===== config.mk =====
export PLATFORM = sky130hd
export DESIGN_NAME = modular_exponentiation_top
export DESIGN_NICKNAME = d
export VERILOG_FILES = /design/src/rtl/core/mexp_pkg.sv /design/src/rtl/core/modular_exponentiation_top.sv
export SDC_FILE = /design/constraint.sdc
export NUM_CORES = 1
export LEC_CHECK = 0
export BUFFER_PORTS_ARGS = -buffer_cell sky130_fd_sc_hd__clkbuf_2
export CAP_MARGIN = 40
export CORE_UTILIZATION = 50
export DETAILED_ROUTE_END_ITERATION = 8
export GPL_ROUTABILITY_DRIVEN = 0
export PLACE_DENSITY_LB_ADDON = 0.25
export SLEW_MARGIN = 15
export SYNTH_ARGS = -nofsm -noshare
export SYNTH_HDL_FRONTEND = slang
export SYNTH_SLANG_ARGS = --single-unit
export TNS_END_PERCENT = 1

===== constraint.sdc =====
create_clock -name clk -period 5.96 [get_ports clk]
set_input_delay 1.192 -clock clk [delete_from_list [all_inputs] [get_ports clk]]
set_output_delay 1.192 -clock clk [all_outputs]
set_load 0.1 [all_outputs]

===== src/rtl/core/mexp_pkg.sv =====
// types and constants shared by the modular exponentiation block
`default_nettype none

package mexp_pkg;

  // sequencer states
  typedef enum logic [2:0] {
    ST_IDLE,
    ST_REDUCE,
    ST_MUL,
    ST_SQR,
    ST_FINISH
  } state_t;

endpackage

`default_nettype wire


===== src/rtl/core/modular_exponentiation_top.sv =====
// modular exponentiation, right-to-left square-and-multiply on one shared modmul unit
// throughput: one item at a time; each modular multiply steps through the
//   shared shift-add-reduce unit, which handles one multiplier bit per cycle
// reset: rst_n synchronous active low clears the sequencer and output valid, modulus goes to 1
`default_nettype none

module modular_exponentiation_top #(
  parameter int OPERAND_WIDTH = 32,
  localparam int InTdataW  = ((2 * OPERAND_WIDTH + 7) / 8) * 8,
  localparam int OutTdataW = ((OPERAND_WIDTH + 7) / 8) * 8
) (
  input  wire logic                     clk,
  input  wire logic                     rst_n,
  // configuration
  input  wire logic                     cfg_wr_en,
  input  wire logic [OPERAND_WIDTH-1:0] cfg_wr_data,    // modulus
  // input stream
  input  wire logic                     in_tvalid,
  output logic                          in_tready,
  input  wire logic [InTdataW-1:0]      in_tdata,       // base_value, exponent_value
  // result stream
  output logic                          out_tvalid,
  input  wire logic                     out_tready,
  output logic [OutTdataW-1:0]          out_tdata       // power_result
);

  localparam int W  = OPERAND_WIDTH;
  localparam int CW = $clog2(OPERAND_WIDTH);

  mexp_pkg::state_t state_r, state_nxt;

  logic [W-1:0]  mod_r;
  logic [W-1:0]  exp_r, exp_nxt;
  logic [W-1:0]  sq_r, sq_nxt;
  logic [W-1:0]  result_r, result_nxt;
  logic [W-1:0]  acc_r, acc_nxt;
  logic [W-1:0]  mplier_r, mplier_nxt;
  logic [CW-1:0] cnt_r, cnt_nxt;
  logic          out_valid_r, out_valid_nxt;
  logic [W-1:0]  out_data_r, out_data_nxt;

  logic [W-1:0]  in_base;
  logic [W-1:0]  in_exp;
  logic          in_beat;

  logic [W-1:0]  addend;
  logic [W+1:0]  sum;
  logic [W+1:0]  mod_x1;
  logic [W+1:0]  mod_x2;
  logic [W-1:0]  red;

  assign in_base = in_tdata[W-1:0];
  assign in_exp  = in_tdata[2*W-1:W];
  assign in_beat = in_tvalid && in_tready;

  // shared unit: acc*2 + addend reduced mod m, sum stays below 3m
  always_comb begin
    if (state_r == mexp_pkg::ST_REDUCE) begin
      addend = {{(W-1){1'b0}}, mplier_r[W-1]};
    end else begin
      addend = mplier_r[W-1] ? sq_r : '0;
    end
    sum    = {1'b0, acc_r, 1'b0} + {2'b00, addend};
    mod_x1 = {2'b00, mod_r};
    mod_x2 = {1'b0, mod_r, 1'b0};
    if (sum >= mod_x2) begin
      red = W'(sum - mod_x2);
    end else if (sum >= mod_x1) begin
      red = W'(sum - mod_x1);
    end else begin
      red = W'(sum);
    end
  end

  // sequencer and next values
  always_comb begin
    state_nxt     = state_r;
    exp_nxt       = exp_r;
    sq_nxt        = sq_r;
    result_nxt    = result_r;
    acc_nxt       = acc_r;
    mplier_nxt    = mplier_r;
    cnt_nxt       = cnt_r;
    out_valid_nxt = out_valid_r && !out_tready;
    out_data_nxt  = out_data_r;

    case (state_r)
      mexp_pkg::ST_IDLE: begin
        if (in_beat) begin
          exp_nxt    = in_exp;
          mplier_nxt = in_base;
          acc_nxt    = '0;
          cnt_nxt    = CW'(W - 1);
          if (in_exp == '0) begin
            // zero exponent gives 1 with no reduction
            result_nxt = W'(1);
            state_nxt  = mexp_pkg::ST_FINISH;
          end else begin
            result_nxt = (mod_r == W'(1)) ? '0 : W'(1);
            state_nxt  = mexp_pkg::ST_REDUCE;
          end
        end
      end

      mexp_pkg::ST_REDUCE: begin
        acc_nxt    = red;
        mplier_nxt = mplier_r << 1;
        cnt_nxt    = cnt_r - CW'(1);
        if (cnt_r == '0) begin
          sq_nxt  = red;
          acc_nxt = '0;
          cnt_nxt = CW'(W - 1);
          if (exp_r[0]) begin
            mplier_nxt = result_r;
            state_nxt  = mexp_pkg::ST_MUL;
          end else begin
            mplier_nxt = red;
            state_nxt  = mexp_pkg::ST_SQR;
          end
        end
      end

      mexp_pkg::ST_MUL: begin
        acc_nxt    = red;
        mplier_nxt = mplier_r << 1;
        cnt_nxt    = cnt_r - CW'(1);
        if (cnt_r == '0) begin
          result_nxt = red;
          acc_nxt    = '0;
          cnt_nxt    = CW'(W - 1);
          mplier_nxt = sq_r;
          // no higher exponent bits left: the last square is not needed
          if (exp_r[W-1:1] == '0) begin
            state_nxt = mexp_pkg::ST_FINISH;
          end else begin
            state_nxt = mexp_pkg::ST_SQR;
          end
        end
      end

      mexp_pkg::ST_SQR: begin
        acc_nxt    = red;
        mplier_nxt = mplier_r << 1;
        cnt_nxt    = cnt_r - CW'(1);
        if (cnt_r == '0) begin
          sq_nxt  = red;
          exp_nxt = exp_r >> 1;
          acc_nxt = '0;
          cnt_nxt = CW'(W - 1);
          if (exp_r[1]) begin
            mplier_nxt = result_r;
            state_nxt  = mexp_pkg::ST_MUL;
          end else begin
            mplier_nxt = red;
            state_nxt  = mexp_pkg::ST_SQR;
          end
        end
      end

      mexp_pkg::ST_FINISH: begin
        if (!out_valid_r || out_tready) begin
          out_valid_nxt = 1'b1;
          out_data_nxt  = result_r;
          state_nxt     = mexp_pkg::ST_IDLE;
        end
      end

      default: begin
        state_nxt = mexp_pkg::ST_IDLE;
      end
    endcase
  end

  // control registers
  always_ff @(posedge clk) begin
    if (!rst_n) begin
      state_r     <= mexp_pkg::ST_IDLE;
      out_valid_r <= 1'b0;
      mod_r       <= W'(1);
    end else begin
      state_r     <= state_nxt;
      out_valid_r <= out_valid_nxt;
      // a zero modulus write is dropped
      if (cfg_wr_en && (cfg_wr_data != '0)) begin
        mod_r <= cfg_wr_data;
      end
    end
  end

  // datapath registers
  always_ff @(posedge clk) begin
    exp_r      <= exp_nxt;
    sq_r       <= sq_nxt;
    result_r   <= result_nxt;
    acc_r      <= acc_nxt;
    mplier_r   <= mplier_nxt;
    cnt_r      <= cnt_nxt;
    out_data_r <= out_data_nxt;
  end

  assign in_tready  = (state_r == mexp_pkg::ST_IDLE);
  assign out_tvalid = out_valid_r;
  assign out_tdata  = OutTdataW'(out_data_r);

  // modulus never holds zero
  a_mod_nonzero: assert property (@(posedge clk) disable iff (!rst_n)
    mod_r != '0)
    else $error("modulus register holds zero");

  // operands of the shared unit stay reduced while multiplying
  a_operands_reduced: assert property (@(posedge clk) disable iff (!rst_n)
    (state_r == mexp_pkg::ST_MUL || state_r == mexp_pkg::ST_SQR) |->
      (sq_r < mod_r && acc_r < mod_r && result_r < mod_r))
    else $error("modmul operand not reduced");

  // zero exponent skips the multiply sequence
  a_zero_exp_finish: assert property (@(posedge clk) disable iff (!rst_n)
    (in_beat && in_exp == '0) |=> (state_r == mexp_pkg::ST_FINISH && result_r == W'(1)))
    else $error("zero exponent did not finish at once");

endmodule

`default_nettype wire


==> results.py, run 1 <==
metrics = {
    "layout": {
        "design_area_um2": 19700,
        "antennaDiodeCount": 0,
        "area_growth_pct": 21.9,
        "drive_above_1_share": 0.227,
        "fin_nets": 2249,
        "final_cell_mix": "nand2_1, edfxtp_1, nor2_1, buf_4, clkbuf_2",
        "final_cells": 2469,
        "mostFrequentLayoutCell": "nand2_1",
    },
    "sta": {
        "worstMarginPinSlew_ns": 0.855,
        "hold_viol_final": 0,
        "fin_crit_ns": 5.83,
        "fmax_ghz": 0.172,
        "slew_viol_final": 0,
        "slew_headroom": 0.428,
        "finalSetupViolations": 0,
        "period_share": 0.978,
        "skew_ns": 0.0106,
        "rsz0062_at_grt": "yes",
        "tns_ns": 0,
    },
    "clocking": {
        "cts_max_path_buffers": 3,
        "clkTransAtPathRegs_ns": 0.06,
        "clock_latency_ns": 0.56,
        "htreeDepth": 1,
        "cts_root_buf": "clkbuf_16",
        "clkSinkCount": 233,
        "numCtsBuffers": 25,
        "cts_tree": "built",
        "hold_buffers": 0,
    },
    "worst_setup_path": {
        "critPathArrivalTime_ns": 6.13,
        "max_stage_delay_ns": 0.46,
        "crit_path_end_kind": "register",
        "required_ns": 6.26,
        "startpoint_type": "register",
        "worst-path-max-fanout": 8,
        "r2r_slack_ns": 0.13,
        "critPathSlowestCell": "a2111o_1",
        "crit_type": "reg -> reg",
        "reg2reg_to": "mplier_r[29]",
        "r2r_start": "state_r[2]",
        "r2r_cells": 29,
    },
    "yosys": {
        "yosysWarnings": 0,
        "yosysSeqAreaShare": 0.411,
        "syn_nets": 1996,
        "async_flop_share": 0,
        "synth_top_flop_cell": "edfxtp_1",
        "ys_ff_latch": 233,
        "avgSynthCellArea_um2": 8.99,
        "synth.distinct_cells": 85,
        "synth.cell_area_um2": 16100,
        "netlist_instances": 1796,
        "synth_edf_count": 197,
    },
    "hold_path": {
        "holdPathStages": 0,
        "whs_endpoint": "out_tdata[8]",
        "min_path_type": "reg -> reg",
        "min_from": "result_r[8]",
    },
    "placement": {
        "dpl_cell_area_um2": 18200,
        "dp.final_hpwl_mm": 38.1,
        "io_buffers": 134,
        "dp_cells": 2407,
    },
    "die": {
        "coreArea_um2": 31600,
        "initial_utilization": 0.510,
        "fp.dieW_um": 182,
        "dieArea_um2": 33000,
        "die_h_um": 182,
        "rows": 65,
        "io_pins": 135,
    },
    "detailed_routing": {
        "drtPass1Iterations": 8,
        "wl_per_cell_um": 20.6,
        "drc": 1,
        "drtIter0Drc": 2038,
        "drtAntennaViolNets": 0,
        "vias_per_cell": 6.18,
        "drt_wl_total_mm": 50.9,
        "vias": 15255,
    },
    "status": {
        "status": "complete, but fails checks",
        "violations": "design-rule violations",
    },
    "global_routing": {
        "grt_max_degree": 56,
        "antenna_found_initial": 0,
        "grt_pass1_vias": 14360,
        "grt_pass1_wl_mm": 78.0,
        "gr-total-overflow": 0,
        "grt_usage": 0.300,
    },
    "job": {
        "max_cap_viol_count": 0,
    },
}
[how the worst max path moves through the flow]
stage | from | endpoint | cells past startpoint
6_report | state_r[2] | mplier_r[29] | 29
5_1_grt | state_r[2] | mplier_r[28] | 28
4_1_cts | state_r[0] | mplier_r[29] | 30
3_5_place_dp | state_r[1] | mplier_r[28] | 30
3_3_place_gp | state_r[0] | mplier_r[28] | 30
2_1_floorplan | state_r[1] | mplier_r[8] | 28
[layer usage]
metal / wire length, um / GRT usage / vias up
met5: 0 / 0 / -
met1: 21700 / 0.438 / 7224
met2: 22500 / 0.466 / 910
li1: - / - / 7031
met3: 5580 / 0.0439 / 90
met4: 1150 / 0.0769 / 0
[metrics by stage]
stage               setup slack (ns)   util  hold WS (ns)
finish                         0.132  0.622         0.452
global route                  -0.127  0.622         0.457
CTS                          0.00368  0.603         0.452
detailed placement            -0.435  0.576         0.437
global placement              -0.365  0.574         0.434
floorplan                      0.112      -         0.426
[flip-flops by register name, indices dropped and copies added (netlist names)]
register	cells
mod_r	32
result_r	32
exp_r	32
out_tvalid	1
cnt_r	5
state_r	3
acc_r	32
out_tdata	32
mplier_r	32
sq_r	32
[synth_stat cells, drive strengths merged (5+ instances only)]
| cell type | instances | area share |
|---|---|---|
| clkbuf | 60 | 0.014 |
| mux2i | 39 | 0.025 |
| a21o | 44 | 0.020 |
| and3 | 12 | 0.0050 |
| o21bai | 15 | 0.0070 |
| ha | 96 | 0.074 |
| nand4 | 26 | 0.010 |
| a21oi | 145 | 0.046 |
| o211a | 5 | 0.0031 |
| xnor2 | 49 | 0.027 |
| or2 | 10 | 0.0039 |
| nand2 | 217 | 0.051 |
| nand3 | 25 | 0.0078 |
| or3 | 17 | 0.0066 |
| a211oi | 29 | 0.014 |
| o22ai | 6 | 0.0023 |
| o211ai | 15 | 0.0073 |
| buf | 11 | 0.0037 |
| dfxtp | 36 | 0.045 |
| nor2b | 52 | 0.020 |
| nor3 | 35 | 0.012 |
| nor4 | 33 | 0.013 |
| o31ai | 9 | 0.0042 |
| a211o | 6 | 0.0033 |
| nand2b | 16 | 0.0062 |
| edfxtp | 197 | 0.37 |
| xor2 | 27 | 0.015 |
| o21a | 15 | 0.0070 |
| and2 | 48 | 0.019 |
| nor2 | 199 | 0.047 |
| mux2 | 14 | 0.010 |
| a31oi | 12 | 0.0047 |
| inv | 89 | 0.021 |
| o21ai | 119 | 0.037 |
| a221oi | 6 | 0.0036 |
[cell families (layout without fill, tap and decap cells)]
group / after synthesis / in the layout / share of synthesized area
and+or+nand+nor: 700 / 700 / 0.206
xor gates and xnor gates: 76 / 76 / 0.0412
muxes: 53 / 53 / 0.0354
DFF: 233 / 233 / 0.411
buffers and inverters: 160 / 431 / 0.0384
AOI/OAI and AO/OA: 475 / 475 / 0.190
adders and majority gates: 99 / 99 / 0.0781
[area by class of cell]
cell class / instances / area [um^2]
clock buffer: 33 / 666
clock inverter: 12 / 96.3
fill: 2608 / 12000
inverter: 89 / 334
multi-input combinational: 1403 / 9480
sequential: 233 / 6640
tap: 402 / 503
timing repair buffer: 297 / 1960
[worst max-delay path: cells and delay by family, from the launching register on]
| kind | cells | cell delay, ns |
|---|---|---|
| adder cells (fa/ha/maj) | 2 | 0.51 |
| buffers and inverters | 6 | 0.91 |
| flip-flops | 1 | 0.32 |
| AO/OA/AOI/OAI | 15 | 3.03 |
| AND/OR/NAND/NOR | 5 | 0.63 |
| XOR/XNOR | 1 | 0.16 |
[what timing repair did]
action	in CTS	in global routing
buffers inserted	4	12
cloned	0	1
gates resized for setup	11	96
pin swaps	5	42
endpoints found under the setup margin	83	128
Power of run 1 is left out: the tool's default activity adds up to more than one toggle a clock period on the data nets, which glitch-free logic cannot reach.
==> run 2, diff against run 1 <==
--- a/config.mk
+++ b/config.mk
@@ -5,10 +5,10 @@
 export SDC_FILE = /design/constraint.sdc
 export NUM_CORES = 1
 export LEC_CHECK = 0
-export BUFFER_PORTS_ARGS = -buffer_cell sky130_fd_sc_hd__clkbuf_2
 export CAP_MARGIN = 40
 export CORE_UTILIZATION = 50
 export DETAILED_ROUTE_END_ITERATION = 8
+export DONT_BUFFER_PORTS = 1
 export GPL_ROUTABILITY_DRIVEN = 0
 export PLACE_DENSITY_LB_ADDON = 0.25
 export SLEW_MARGIN = 15
==> constraint.sdc (replaced) <==
create_clock -name clk -period 6.07 [get_ports clk]
set_input_delay 1.214 -clock clk [delete_from_list [all_inputs] [get_ports clk]]
set_output_delay 1.214 -clock clk [all_outputs]
set_load 0.1 [all_outputs]
==> run 2 against run 1 <==
The run now ends clean. Fmax down 2.9%. Non-clock buffer count down 157. Global-route usage down 1.3 points. Clock skew up 0.0056 ns. Die area unchanged. Core utilization down 2.7 points. Worst setup slack worse by 0.061 ns.
==> results.py, run 2 (synthesis results as in run 1) <==
metrics = {
    "status": {
        "status": "complete, no violations",
    },
    "die": {
        "dieArea_um2": 33000,
        "initial_utilization": 0.510,
        "coreArea_um2": 31600,
        "die_h_um": 182,
        "io_pins": 135,
        "rows": 65,
        "fp.dieW_um": 182,
    },
    "clocking": {
        "cts_tree": "built",
        "numCtsBuffers": 26,
        "clkSinkCount": 233,
        "clkTransAtPathRegs_ns": 0.06,
        "cts_root_buf": "clkbuf_16",
        "cts_max_path_buffers": 3,
        "clock_latency_ns": 0.55,
        "htreeDepth": 1,
    },
    "worst_setup_path": {
        "r2r_cells": 27,
        "critPathArrivalTime_ns": 6.29,
        "max_stage_delay_ns": 0.41,
        "crit_path_end_kind": "register",
        "crit_type": "reg -> reg",
        "reg2reg_to": "mplier_r[15]",
        "required_ns": 6.36,
        "r2r_start": "state_r[0]",
        "worst-path-max-fanout": 12,
        "startpoint_type": "register",
        "r2r_slack_ns": 0.07,
        "critPathSlowestCell": "a2111o_1",
    },
    "sta": {
        "slew_viol_final": 0,
        "period_share": 0.988,
        "worstMarginPinSlew_ns": 0.899,
        "slew_headroom": 0.394,
        "fmax_ghz": 0.167,
        "fin_crit_ns": 6.00,
        "rsz0062_at_grt": "yes",
        "hold_viol_final": 0,
        "skew_ns": 0.0162,
        "finalSetupViolations": 0,
    },
    "layout": {
        "area_growth_pct": 16.6,
        "fin_nets": 2093,
        "antennaDiodeCount": 0,
        "postLayoutCoreUtil": 0.595,
        "mostFrequentLayoutCell": "nand2_1",
        "final_cell_mix": "nand2_1, edfxtp_1, nor2_1, a21oi_1, buf_4",
        "nFillCells": 2720,
        "drive_above_1_share": 0.151,
    },
    "detailed_routing": {
        "drtIter0Drc": 1646,
        "met1Wirelength_mm": 21.1,
        "vias_per_cell": 6.23,
        "drc": 0,
        "wl_met2_mm": 21.1,
        "drtPass1Iterations": 6,
        "drt_wl_total_mm": 48.7,
        "routed.top_layer": "met5",
        "routed-wl-met3_mm": 5.09,
        "drtAntennaViolNets": 0,
        "wl_per_cell_um": 21.1,
        "vias": 14399,
    },
    "hold_path": {
        "min_path_type": "reg -> reg",
        "min_from": "result_r[15]",
        "holdPathStages": 0,
        "whs_endpoint": "out_tdata[15]",
    },
    "global_routing": {
        "gr-total-overflow": 0,
        "grt_max_degree": 52,
        "antenna_found_initial": 1,
        "grt_pass1_vias": 13611,
        "grt_pass1_wl_mm": 74.5,
        "grt_usage": 0.287,
    },
    "placement": {
        "io_buffers": 0,
        "dp.final_hpwl_mm": 36.7,
    },
    "job": {
        "max_cap_viol_count": 0,
    },
}
==> run 2: cell count changes in the layout (fill, tap and decap cells not counted), moves of 5 or more <==
cell	delta
clkbuf_2	-134
buf_4	-31
ha_1	+10
a21oi_1	+7
ha_4	-6
a21oi_2	-5
==> run 2: worst max path at each step <==
stage | start | endpoint | slack, ns
3_3_place_gp | state_r[0] | mplier_r[28] | -0.15
2_1_floorplan | state_r[1] | mplier_r[8] | 0.22
5_1_grt | state_r[0] | mplier_r[9] | -0.14
6_report | state_r[0] | mplier_r[15] | 0.07
4_1_cts | state_r[0] | acc_r[28] | 0.04
3_5_place_dp | state_r[0] | mplier_r[28] | -0.24
==> run 2: stage by stage <==
stage | setup WS [ns] | instances | hold slack (ns) | TNS [ns] | area (um^2)
6_report | 0.0704 | 2312 | 0.453 | 0 | 18800
5_1_grt | -0.144 | 2312 | 0.464 | -4.25 | 18800
4_1_cts | 0.0356 | 2306 | 0.454 | 0 | 18400
3_5_place_dp | -0.237 | 2261 | 0.441 | -0.964 | 17600
3_3_place_gp | -0.154 | 2252 | 0.438 | -0.170 | 17400
2_1_floorplan | 0.222 | 1796 | 0.426 | 0 | 16100
==> run 2: critical path: cells and delay by family (launching register included) <==
family,cells,cell delay (ns)
AOI/OAI and AO/OA,12,2.65
and+or+nand+nor,8,1.26
buffers and inverters,4,0.69
adders and majority gates,2,0.53
DFF,1,0.34
muxes,1,0.27
==> run 2: repair_timing <==
action,4_1_cts,5_1_grt
pin swaps,0,20
setup endpoints to repair,46,128
buffers inserted,0,4
hold buffers,0,0
gates resized for setup,5,65
cloned,0,1
==> run 2: area by class of cell <==
type	instances	area, um^2	share of cell area
multi-input combinational	1403	9270	0.493
sequential	233	6640	0.353
timing repair buffer	140	1260	0.0667
clock buffer	34	731	0.0388
tap	402	503	0.0267
inverter	89	334	0.0177
clock inverter	11	92.6	0.00492
==> run 2: metal layers <==
metal,up-vias,global-route usage
met5,-,0
met4,2,0.0834
met3,96,0.0646
met2,784,0.437
met1,6798,0.407
li1,6719,-
Power of run 2 is left out for the same reason.
